==> config.mk <==
export PLATFORM = sky130hd
export DESIGN_NAME = array_priority_queue
export DESIGN_NICKNAME = d
export VERILOG_FILES = /design/src/apq_pkg.sv /design/src/apq_cell.sv /design/src/array_priority_queue.sv
export SDC_FILE = /design/constraint.sdc
export NUM_CORES = 1
export LEC_CHECK = 0
export BUFFER_PORTS_ARGS = -buffer_cell sky130_fd_sc_hd__clkbuf_2
export CAP_MARGIN = 15
export CORE_MARGIN = 3
export CORE_UTILIZATION = 55
export CTS_BUF_LIST = sky130_fd_sc_hd__clkbuf_16
export DETAILED_ROUTE_END_ITERATION = 8
export PLACE_DENSITY = 0.72
export SLEW_MARGIN = 20
export SYNTH_ARGS = -nofsm -noshare
export SYNTH_HDL_FRONTEND = slang
export SYNTH_SLANG_ARGS = --single-unit
export TNS_END_PERCENT = 1
==> constraint.sdc <==
create_clock -name clk -period 7.3 [get_ports clk]
set_input_delay 1.095 -clock clk [delete_from_list [all_inputs] [get_ports clk]]
set_output_delay 1.095 -clock clk [all_outputs]
set_load 0.01 [all_outputs]
==> src/apq_pkg.sv <==
`timescale 1ns / 1ps
// ----------------------------------------------------------------------------
// apq_pkg: shared types and constants for the array priority queue
// Entry, sweep record, cell control and transaction payload types.
// ----------------------------------------------------------------------------
package apq_pkg;

  localparam int DEPTH = 8;
  localparam int IDXW  = (DEPTH > 1) ? $clog2(DEPTH) : 1;
  localparam int CNTW  = $clog2(DEPTH + 1);
  localparam int VALW  = 32;
  localparam int PRIW  = 8;
  localparam int OCCW  = 4;

  typedef enum logic {
    CMD_ENQ = 1'b0,
    CMD_DEQ = 1'b1
  } cmd_t;

  typedef enum logic [1:0] {
    ST_OK    = 2'd0,
    ST_FULL  = 2'd1,
    ST_EMPTY = 2'd2
  } status_t;

  typedef struct packed {
    cmd_t                   cmd;
    logic signed [VALW-1:0] item_value;
    logic [PRIW-1:0]        item_priority;
  } req_t;

  typedef struct packed {
    status_t                status;
    logic signed [VALW-1:0] out_value;
    logic [OCCW-1:0]        occupancy;
  } rsp_t;

  typedef struct packed {
    logic signed [VALW-1:0] value;
    logic [PRIW-1:0]        priority_;
  } entry_t;

  // Running best of the sweep as it travels down the row
  typedef struct packed {
    logic                   hit;
    logic [PRIW-1:0]        priority_;
    logic [IDXW-1:0]        index;
    logic signed [VALW-1:0] value;
  } best_t;

  typedef struct packed {
    logic            write;
    logic            shift;
    logic [CNTW-1:0] count;
    logic [IDXW-1:0] remove_idx;
  } cell_ctl_t;

endpackage

==> src/apq_cell.sv <==
`timescale 1ns / 1ps
// ----------------------------------------------------------------------------
// apq_cell: one slot of the queue row
// Holds one entry, takes a write or its neighbour's entry on removal, and
// folds itself into the running best as the sweep token passes through.
// ----------------------------------------------------------------------------
module apq_cell
  import apq_pkg::*;
(
  input  logic            clk,
  input  logic            rst,
  input  logic [IDXW-1:0] idx,
  input  cell_ctl_t       ctl,
  input  entry_t          wr_entry,
  input  entry_t          next_entry,
  output entry_t          entry,
  input  logic            token_in,
  input  best_t           best_in,
  output logic            token_out,
  output best_t           best_out
);

  logic occupied;
  logic take_own;

  assign occupied = CNTW'(idx) < ctl.count;
  // Strict compare keeps the earlier entry on equal priority
  assign take_own = occupied && (!best_in.hit || (entry.priority_ > best_in.priority_));

  always_ff @(posedge clk) begin
    if (ctl.write && (CNTW'(idx) == ctl.count)) begin
      entry <= wr_entry;
    end else if (ctl.shift && (idx >= ctl.remove_idx)) begin
      entry <= next_entry;
    end
  end

  always_ff @(posedge clk) begin
    if (rst) begin
      token_out <= 1'b0;
    end else begin
      token_out <= token_in;
    end
  end

  always_ff @(posedge clk) begin
    if (token_in) begin
      if (take_own) begin
        best_out <= '{hit: 1'b1, priority_: entry.priority_, index: idx, value: entry.value};
      end else begin
        best_out <= best_in;
      end
    end
  end

endmodule

==> src/array_priority_queue.sv <==
`timescale 1ns / 1ps
// ----------------------------------------------------------------------------
// array_priority_queue: bounded priority queue on a row of cells
// Enqueue appends at the tail; dequeue sweeps the row for the highest
// priority (earliest on ties) and closes the gap behind it.
// ----------------------------------------------------------------------------
// Enqueue, full and empty: result registered in the cycle after acceptance.
// Dequeue: the sweep token crosses the row one cell per cycle,
//   then a removal step closes the gap and also loads the result register.
// One transaction in flight; the next is taken once the result register is free.
// Reset clears the count, the state and the token row; entries are not cleared.
module array_priority_queue
  import apq_pkg::*;
(
  input  logic clk,
  input  logic rst,
  input  logic req_valid,
  output logic req_ready,
  input  req_t req,
  output logic rsp_valid,
  input  logic rsp_ready,
  output rsp_t rsp
);

  typedef enum logic [1:0] {
    S_IDLE  = 2'b01,
    S_SWEEP = 2'b10
  } state_t;

  state_t          state, state_next;
  logic [CNTW-1:0] count, count_next;
  logic            rsp_valid_next;
  rsp_t            rsp_next;
  logic            accept;
  logic            start;
  logic            load;
  logic            sweep_done;
  cell_ctl_t       ctl;
  entry_t          wr_entry;
  entry_t          entries [DEPTH];
  logic            tokens  [DEPTH];
  best_t           bests   [DEPTH];
  best_t           best_last;
  status_t         status_next;
  logic signed [VALW-1:0] value_next;

  assign req_ready  = (state == S_IDLE) && (!rsp_valid || rsp_ready);
  assign accept     = req_valid && req_ready;
  assign sweep_done = (state == S_SWEEP) && tokens[DEPTH-1];
  assign best_last  = bests[DEPTH-1];
  assign wr_entry   = '{value: req.item_value, priority_: req.item_priority};

  always_comb begin
    state_next     = state;
    count_next     = count;
    ctl.write      = 1'b0;
    ctl.shift      = 1'b0;
    ctl.count      = count;
    ctl.remove_idx = best_last.index;
    start          = 1'b0;
    load           = 1'b0;
    status_next    = ST_OK;
    value_next     = '0;
    unique case (state)
      S_IDLE: begin
        if (accept) begin
          if (req.cmd == CMD_ENQ) begin
            load = 1'b1;
            if (count >= CNTW'(DEPTH)) begin
              status_next = ST_FULL;
            end else begin
              ctl.write  = 1'b1;
              count_next = count + CNTW'(1);
            end
          end else if (count == '0) begin
            load        = 1'b1;
            status_next = ST_EMPTY;
          end else begin
            start      = 1'b1;
            state_next = S_SWEEP;
          end
        end
      end
      S_SWEEP: begin
        if (sweep_done) begin
          ctl.shift  = 1'b1;
          count_next = count - CNTW'(1);
          load       = 1'b1;
          value_next = best_last.value;
          state_next = S_IDLE;
        end
      end
      default: begin
        state_next = S_IDLE;
      end
    endcase
  end

  always_comb begin
    rsp_valid_next = rsp_valid && !rsp_ready;
    rsp_next       = rsp;
    if (load) begin
      rsp_valid_next = 1'b1;
      rsp_next       = '{status: status_next, out_value: value_next,
                         occupancy: OCCW'(count_next)};
    end
  end

  genvar gi;
  generate
    for (gi = 0; gi < DEPTH; gi++) begin : g_cell
      entry_t next_entry;
      logic   token_in;
      best_t  best_in;
      if (gi == 0) begin : g_head
        assign token_in = start;
        assign best_in  = '0;
      end else begin : g_body
        assign token_in = tokens[gi-1];
        assign best_in  = bests[gi-1];
      end
      if (gi == DEPTH - 1) begin : g_tail
        assign next_entry = '0;
      end else begin : g_inner
        assign next_entry = entries[gi+1];
      end
      apq_cell u_cell (
        .clk        (clk),
        .rst        (rst),
        .idx        (IDXW'(gi)),
        .ctl        (ctl),
        .wr_entry   (wr_entry),
        .next_entry (next_entry),
        .entry      (entries[gi]),
        .token_in   (token_in),
        .best_in    (best_in),
        .token_out  (tokens[gi]),
        .best_out   (bests[gi])
      );
    end
  endgenerate

  always_ff @(posedge clk) begin
    if (rst) begin
      state     <= S_IDLE;
      count     <= '0;
      rsp_valid <= 1'b0;
    end else begin
      state     <= state_next;
      count     <= count_next;
      rsp_valid <= rsp_valid_next;
    end
  end

  always_ff @(posedge clk) begin
    rsp <= rsp_next;
  end

  a_count_bound: assert property (@(posedge clk) disable iff (rst)
    count <= CNTW'(DEPTH))
    else $error("occupancy beyond depth");

  a_no_accept_sweep: assert property (@(posedge clk) disable iff (rst)
    (state == S_SWEEP) |-> !req_ready)
    else $error("transaction accepted during sweep");

  a_deq_starts_sweep: assert property (@(posedge clk) disable iff (rst)
    (accept && (req.cmd == CMD_DEQ) && (count != '0)) |=> (state == S_SWEEP))
    else $error("dequeue did not start a sweep");

  a_sweep_found: assert property (@(posedge clk) disable iff (rst)
    sweep_done |-> best_last.hit)
    else $error("sweep ended without a candidate");

  a_sweep_result: assert property (@(posedge clk) disable iff (rst)
    sweep_done |=> (rsp_valid && (rsp.status == ST_OK)))
    else $error("sweep result not presented");

endmodule

== Word-level counts from Yosys, hierarchy flattened ==
Index checks and enable logic that the tools add are counted.
Widths: inputs -> output; s select.

* Flip-flop bits (word level): 716
* Bits of input ports: 45
* Output and inout bits: 40

* Add/sub/neg operators: 2
* $lt $le $gt $ge: 24
* Equal/unequal tests: 13
* Mux-type cells: 52
* Reductions and logical operators: 56

{| class="wikitable"
|+ Operators by type and width
! operator !! number
|-
| $mux 40 || 16
|-
| $mux 43 || 6
|-
| $gt 8x8->1 || 7
|-
| $mux 44 || 1
|-
| $mux 32 || 1
|-
| $logic_and 1x1->1 || 27
|-
| $eq 3x4->1 const A || 4
|-
| $lt 3x4->1 const A || 4
|-
| $mux 4 || 4
|-
| $reduce_bool 2->1 || 8
|-
| $mux 1 || 15
|-
| $ge 3x3->1 const A || 4
|-
| $mux 2 || 6
|-
| $logic_not 1->1 || 9
|-
| $eq 2x4->1 const A || 2
|-
| $logic_or 1x1->1 || 8
|-
| $lt 1x4->1 const A || 2
|-
| $lt 2x4->1 const A || 2
|-
| $ne 2x2->1 const B || 4
|-
| $pmux 4 s2 || 1
|-
| $ge 1x3->1 const A || 2
|-
| $ge 2x3->1 const A || 2
|-
| $add 4x1->4 const B || 1
|-
| $eq 1x4->1 const A || 1
|-
| 9 further kinds || 10
|}

== Longest topological paths before layout ==
* Depth after elaboration: 8
* Depth in mapped cells: 9
* Depth with buffers taken out: 8

== By module ==
A second synthesis with hierarchy kept.

* Cell total of the unflattened synthesis: 1981
* Area total of the unflattened synthesis: 33500.9 µm²

{| class="wikitable"
|+ Modules (own cells, without submodules)
! module !! instances !! cells an instance !! area an instance (µm²) !! seq. area each (µm²)
|-
| apq_cell || 8 || 228 || 3942.5 || 2542.4
|-
| array_priority_queue || 1 || 157 || 1960.6 || 1281.2
|}

== Least setup slack after synthesis ==
OpenSTA, ideal clock, no wires.

* Kind: register to register
* Start: register state[0]
* End: register g_cell[0].u_cell.entry[0] (netlist bit), enable pin
* Library setup time: 0.548 ns
* Data arrival time: 5.015 ns
* Required time: 6.752 ns
* Setup slack: 1.737 ns
* Stages on the path, launching flop included: 6
* Cells stage by stage: dfxtp_1 > inv_1 > ha_1 > clkbuf_1 > nand2_1 > o41ai_1

* Cells in the longest elaborated chain, start to end: 7

{| class="wikitable"
|+ RTL lines
! what !! RTL line !! text
|-
| from (decl) || array_priority_queue.sv:30 || <nowiki>state_t state, state_next;</nowiki>
|-
| from (signal assigned) || array_priority_queue.sv:149 || <nowiki>state <= state_next;</nowiki>
|-
| $eq 2x1->1 || array_priority_queue.sv:47, array_priority_queue.sv:64 ||
|-
| $logic_and 1x1->1 || array_priority_queue.sv:47 || <nowiki>assign req_ready = (state == S_IDLE) && (!rsp_valid || rsp_ready);</nowiki>
|-
| $logic_and 1x1->1 || array_priority_queue.sv:48 || <nowiki>assign accept = req_valid && req_ready;</nowiki>
|-
| $mux 1 || array_priority_queue.sv:66 || <nowiki>if (accept) begin</nowiki>
|-
| $mux 1 || array_priority_queue.sv:64 || <nowiki>unique case (state)</nowiki>
|-
| $logic_and 1x1->1 || apq_cell.sv:31 || <nowiki>if (ctl.write && (CNTW'(idx) == ctl.count)) begin</nowiki>
|-
| $reduce_bool 2->1 (no line) * || -- ||
|-
| to (signal assigned) || apq_cell.sv:32 || <nowiki>entry <= wr_entry;</nowiki>
|-
| to (signal assigned) || apq_cell.sv:34 || <nowiki>entry <= next_entry;</nowiki>
|-
| to (decl) || apq_cell.sv:16 || <nowiki>output entry_t entry,</nowiki>
|}

Every way passes the cells marked *; elsewhere a longest branch is shown, timed or not.
A chain may end at the register's enable or synchronous reset.

== Final worst setup path ==
* Start: input rsp_ready
* End: register g_cell[2].u_cell.entry[24] (netlist bit), enable pin

* Cells in the longest elaborated chain, start to end: 7

{| class="wikitable"
|+ RTL lines
! what !! RTL line !! text
|-
| from (decl) || array_priority_queue.sv:21 || <nowiki>input logic rsp_ready,</nowiki>
|-
| $logic_or 1x1->1 || array_priority_queue.sv:47 ||
|-
| $logic_and 1x1->1 || array_priority_queue.sv:47 ||
|-
| $logic_and 1x1->1 || array_priority_queue.sv:48 ||
|-
| $mux 1 || array_priority_queue.sv:66 ||
|-
| $mux 1 || array_priority_queue.sv:64 ||
|-
| $logic_and 1x1->1 || apq_cell.sv:31 ||
|-
| $reduce_bool 2->1 (no line) || -- ||
|-
| to (signal assigned) || apq_cell.sv:32 ||
|-
| to (signal assigned) || apq_cell.sv:34 ||
|-
| to (decl) || apq_cell.sv:16 ||
|}

No other way between the ends.

==> flow_metrics.tcl <==
set metrics [dict create \
    status "complete, no violations" \
    total_power_mw 8.40 \
    drive_gt1_frac 0.326 \
    firstDrtPassIters 5 \
    clkSlewWorstSetupHoldPaths_ns 0.06 \
    ys_warn_count 0 \
    ys_ff_latch 709 \
    muxShareOfSynthArea 0.166 \
    wire_per_inst_um 23.7 \
    slew_headroom 0.232 \
    cts_sinks 709 \
    vias 18300 \
    port_buffers 84 \
    skew_ns 0.0140 \
    min_path_type "register to register" \
    antenna_found_initial 2 \
    clkPwrFrac 0.428 \
    crit_required_ns 7.51 \
    grt_first_pass_wirelength_um 109000 \
    yosys.area_share.adder 0.0243 \
    drtIter0Drc 1778 \
    clock_path_buffers 3 \
    core_area_um2 58000 \
    worstSetupPathType "primary input to register" \
    dieWidth_um 249 \
    grt_pass1_vias 18200 \
    finalCritPeriodShare 0.515 \
    die_y_um 249 \
    syn_area_um2 32500 \
    instances_no_fill 2960 \
    drv_cap 0 \
    worstPathMaxFanout 41 \
    setup_viol 0 \
    synth_top_family_by_area "multiplexers" \
    dp_hpwl_um 44700 \
    p_comb_frac 0.034 \
    area_growth_pct 10.5 \
    cts_resized 0 \
    power_switching_mw 1.72 \
    ant_nets 0 \
    synthDistinctLibCells 54 \
    tightest_slew_ns 1.15 \
    p_seq_frac 0.538 \
    synth_compound_area_frac 0.0779 \
    fin_nets 2248 \
    tns_ns 0 \
    p_int_mw 6.68 \
    syn_nets 2197 \
    grt_max_degree 82 \
    cts_made_buffers 73 \
    postCtsSetupBuffers 0 \
    grt_overflow 0 \
    initial_core_util 0.560 \
    drc 0 \
    p_per_area_nw_per_um2 234 \
    grt_setup_unrepaired "false" \
    crit_path_end_kind "register" \
    async_reset_ff_frac 0 \
    synth_edf_count 694 \
    cts_max_level 3 \
    finalHoldViolCount 0 \
    vdd_drop_max_v 0.000155 \
    io_pins 85 \
    syn-instance-count 2089 \
    syn_avg_cell_area_um2 15.6 \
    clock_latency_ns 0.60 \
    final_common_cell "edfxtp_1" \
    leakage_nw 12.2 \
    die_area_um2 62000 \
    synth_flop_cell "edfxtp_1" \
    ys_seq_area_frac 0.651 \
    synthXorXnorAreaFrac 0 \
    wl_um 70000 \
    fmax_ghz 0.266 \
    root_buffer "clkbuf_16" \
    viasPerCell 6.19 \
    ctsHoldBuffers 0 \
    worstPathArrival_ns 3.97 \
    rows 88 \
    slew_viol_final 0 \
    final_cell_mix "edfxtp_1 (694), mux2_2 (436), nand2_1 (99)" \
    min_period_ns 3.76 \
    cts_tree "done" \
    p_sw_frac 0.205 \
    crit_path_start_kind "primary input" \
    place_inst 2828 \
    synthSimpleGateAreaFrac 0.0521 \
    utilization 0.619 \
    place.gp.congestion 0.844 \
    grtUsageTotal 0.224 \
]
==> kinds of logic (layout without fill, tap and decap cells) <==
logic type | count (synthesis) | after routing
buffers and inverters | 207 | 311
adder cells (fa/ha/maj) | 63 | 63
AND/OR/NAND/NOR | 322 | 322
AO/OA/AOI/OAI | 316 | 316
flip-flops | 709 | 709
multiplexers | 472 | 472
other | 0 | 2
==> flip-flops by register name, summed over array words and instances, names as in the netlist <==
signal and count:
state 2, g_cell.u_cell.entry 320, g_cell.u_cell.token_out 8, rsp_valid 1, count 4, g_cell.u_cell.best_out 336
rsp 38
==> Yosys cell counts (29+ instances only) <==
cell,count,area [µm²]
o211ai_1,83,623
ha_1,63,788
buf_2,36,180
o311ai_0,79,692
clkbuf_1,71,267
inv_1,71,267
and3_1,38,238
mux2_2,436,4910
nand2_1,104,390
and2_1,88,551
a2bb2oi_1,78,683
a21oi_1,29,145
edfxtp_1,694,20800
==> stage by stage <==
stage               setup slack [ns]  cell area [µm²]  hold slack, ns
floorplan                       1.74            32500           0.466
global placement                3.01            33600           0.445
detailed placement              2.92            33600           0.459
CTS                             3.56            35800           0.467
global route                    3.29            35900           0.468
finish                          3.54            35900           0.467
==> path summary, 6_finish.rpt <==
| check | slack [ns] | endpoint | cells past startpoint | startpoint |
|---|---|---|---|---|
| setup / recovery | 3.54 | g_cell[2].u_cell.entry[24] | 6 | rsp_ready |
| hold / removal | 0.47 | g_cell[7].u_cell.token_out | 1 | g_cell[6].u_cell.token_out |
| setup reg to reg | 3.60 | g_cell[2].u_cell.entry[24] | 5 | count[3] |
| hold reg to reg | 0.47 | g_cell[7].u_cell.token_out | 1 | g_cell[6].u_cell.token_out |
==> layout make-up <==
class / instances / area [µm²]
Clock buffer: 77 / 1930
Inverter: 74 / 278
Fill cell: 4115 / 22100
Clock inverter: 51 / 360
Timing Repair Buffer: 109 / 641
Sequential cell: 709 / 21200
Multi-Input combinational cell: 1173 / 10600
Tap cell: 765 / 957
Antenna cell: 2 / 5.00
==> worst max-delay path: stages <==
cell and delay [ns]:
clkbuf_2 0.07, nand2b_1 0.20, nand4_2 0.33, nor2_1 0.35, and2_2 0.93, or2_2 0.93
==> layer usage <==
metal | GRT usage | vias up | share of wire
met5 | 0 | - | 0
li1 | - | 8297 | -
met3 | 0.0345 | 86 | 0.073
met1 | 0.345 | 9253 | 0.46
met4 | 0.0610 | 0 | 0.018
met2 | 0.336 | 690 | 0.45
==> power by group through the flow <==
stage	clock (mW)	sequential (mW)	combinational [mW]
finish	3.60	4.52	0.283
global route	3.83	4.52	0.305
CTS	3.67	4.52	0.284
detailed placement	0	4.61	0.282
global placement	0	4.60	0.273
floorplan	0	4.62	0.140
Note: power is estimated with default switching activity, not from simulation.
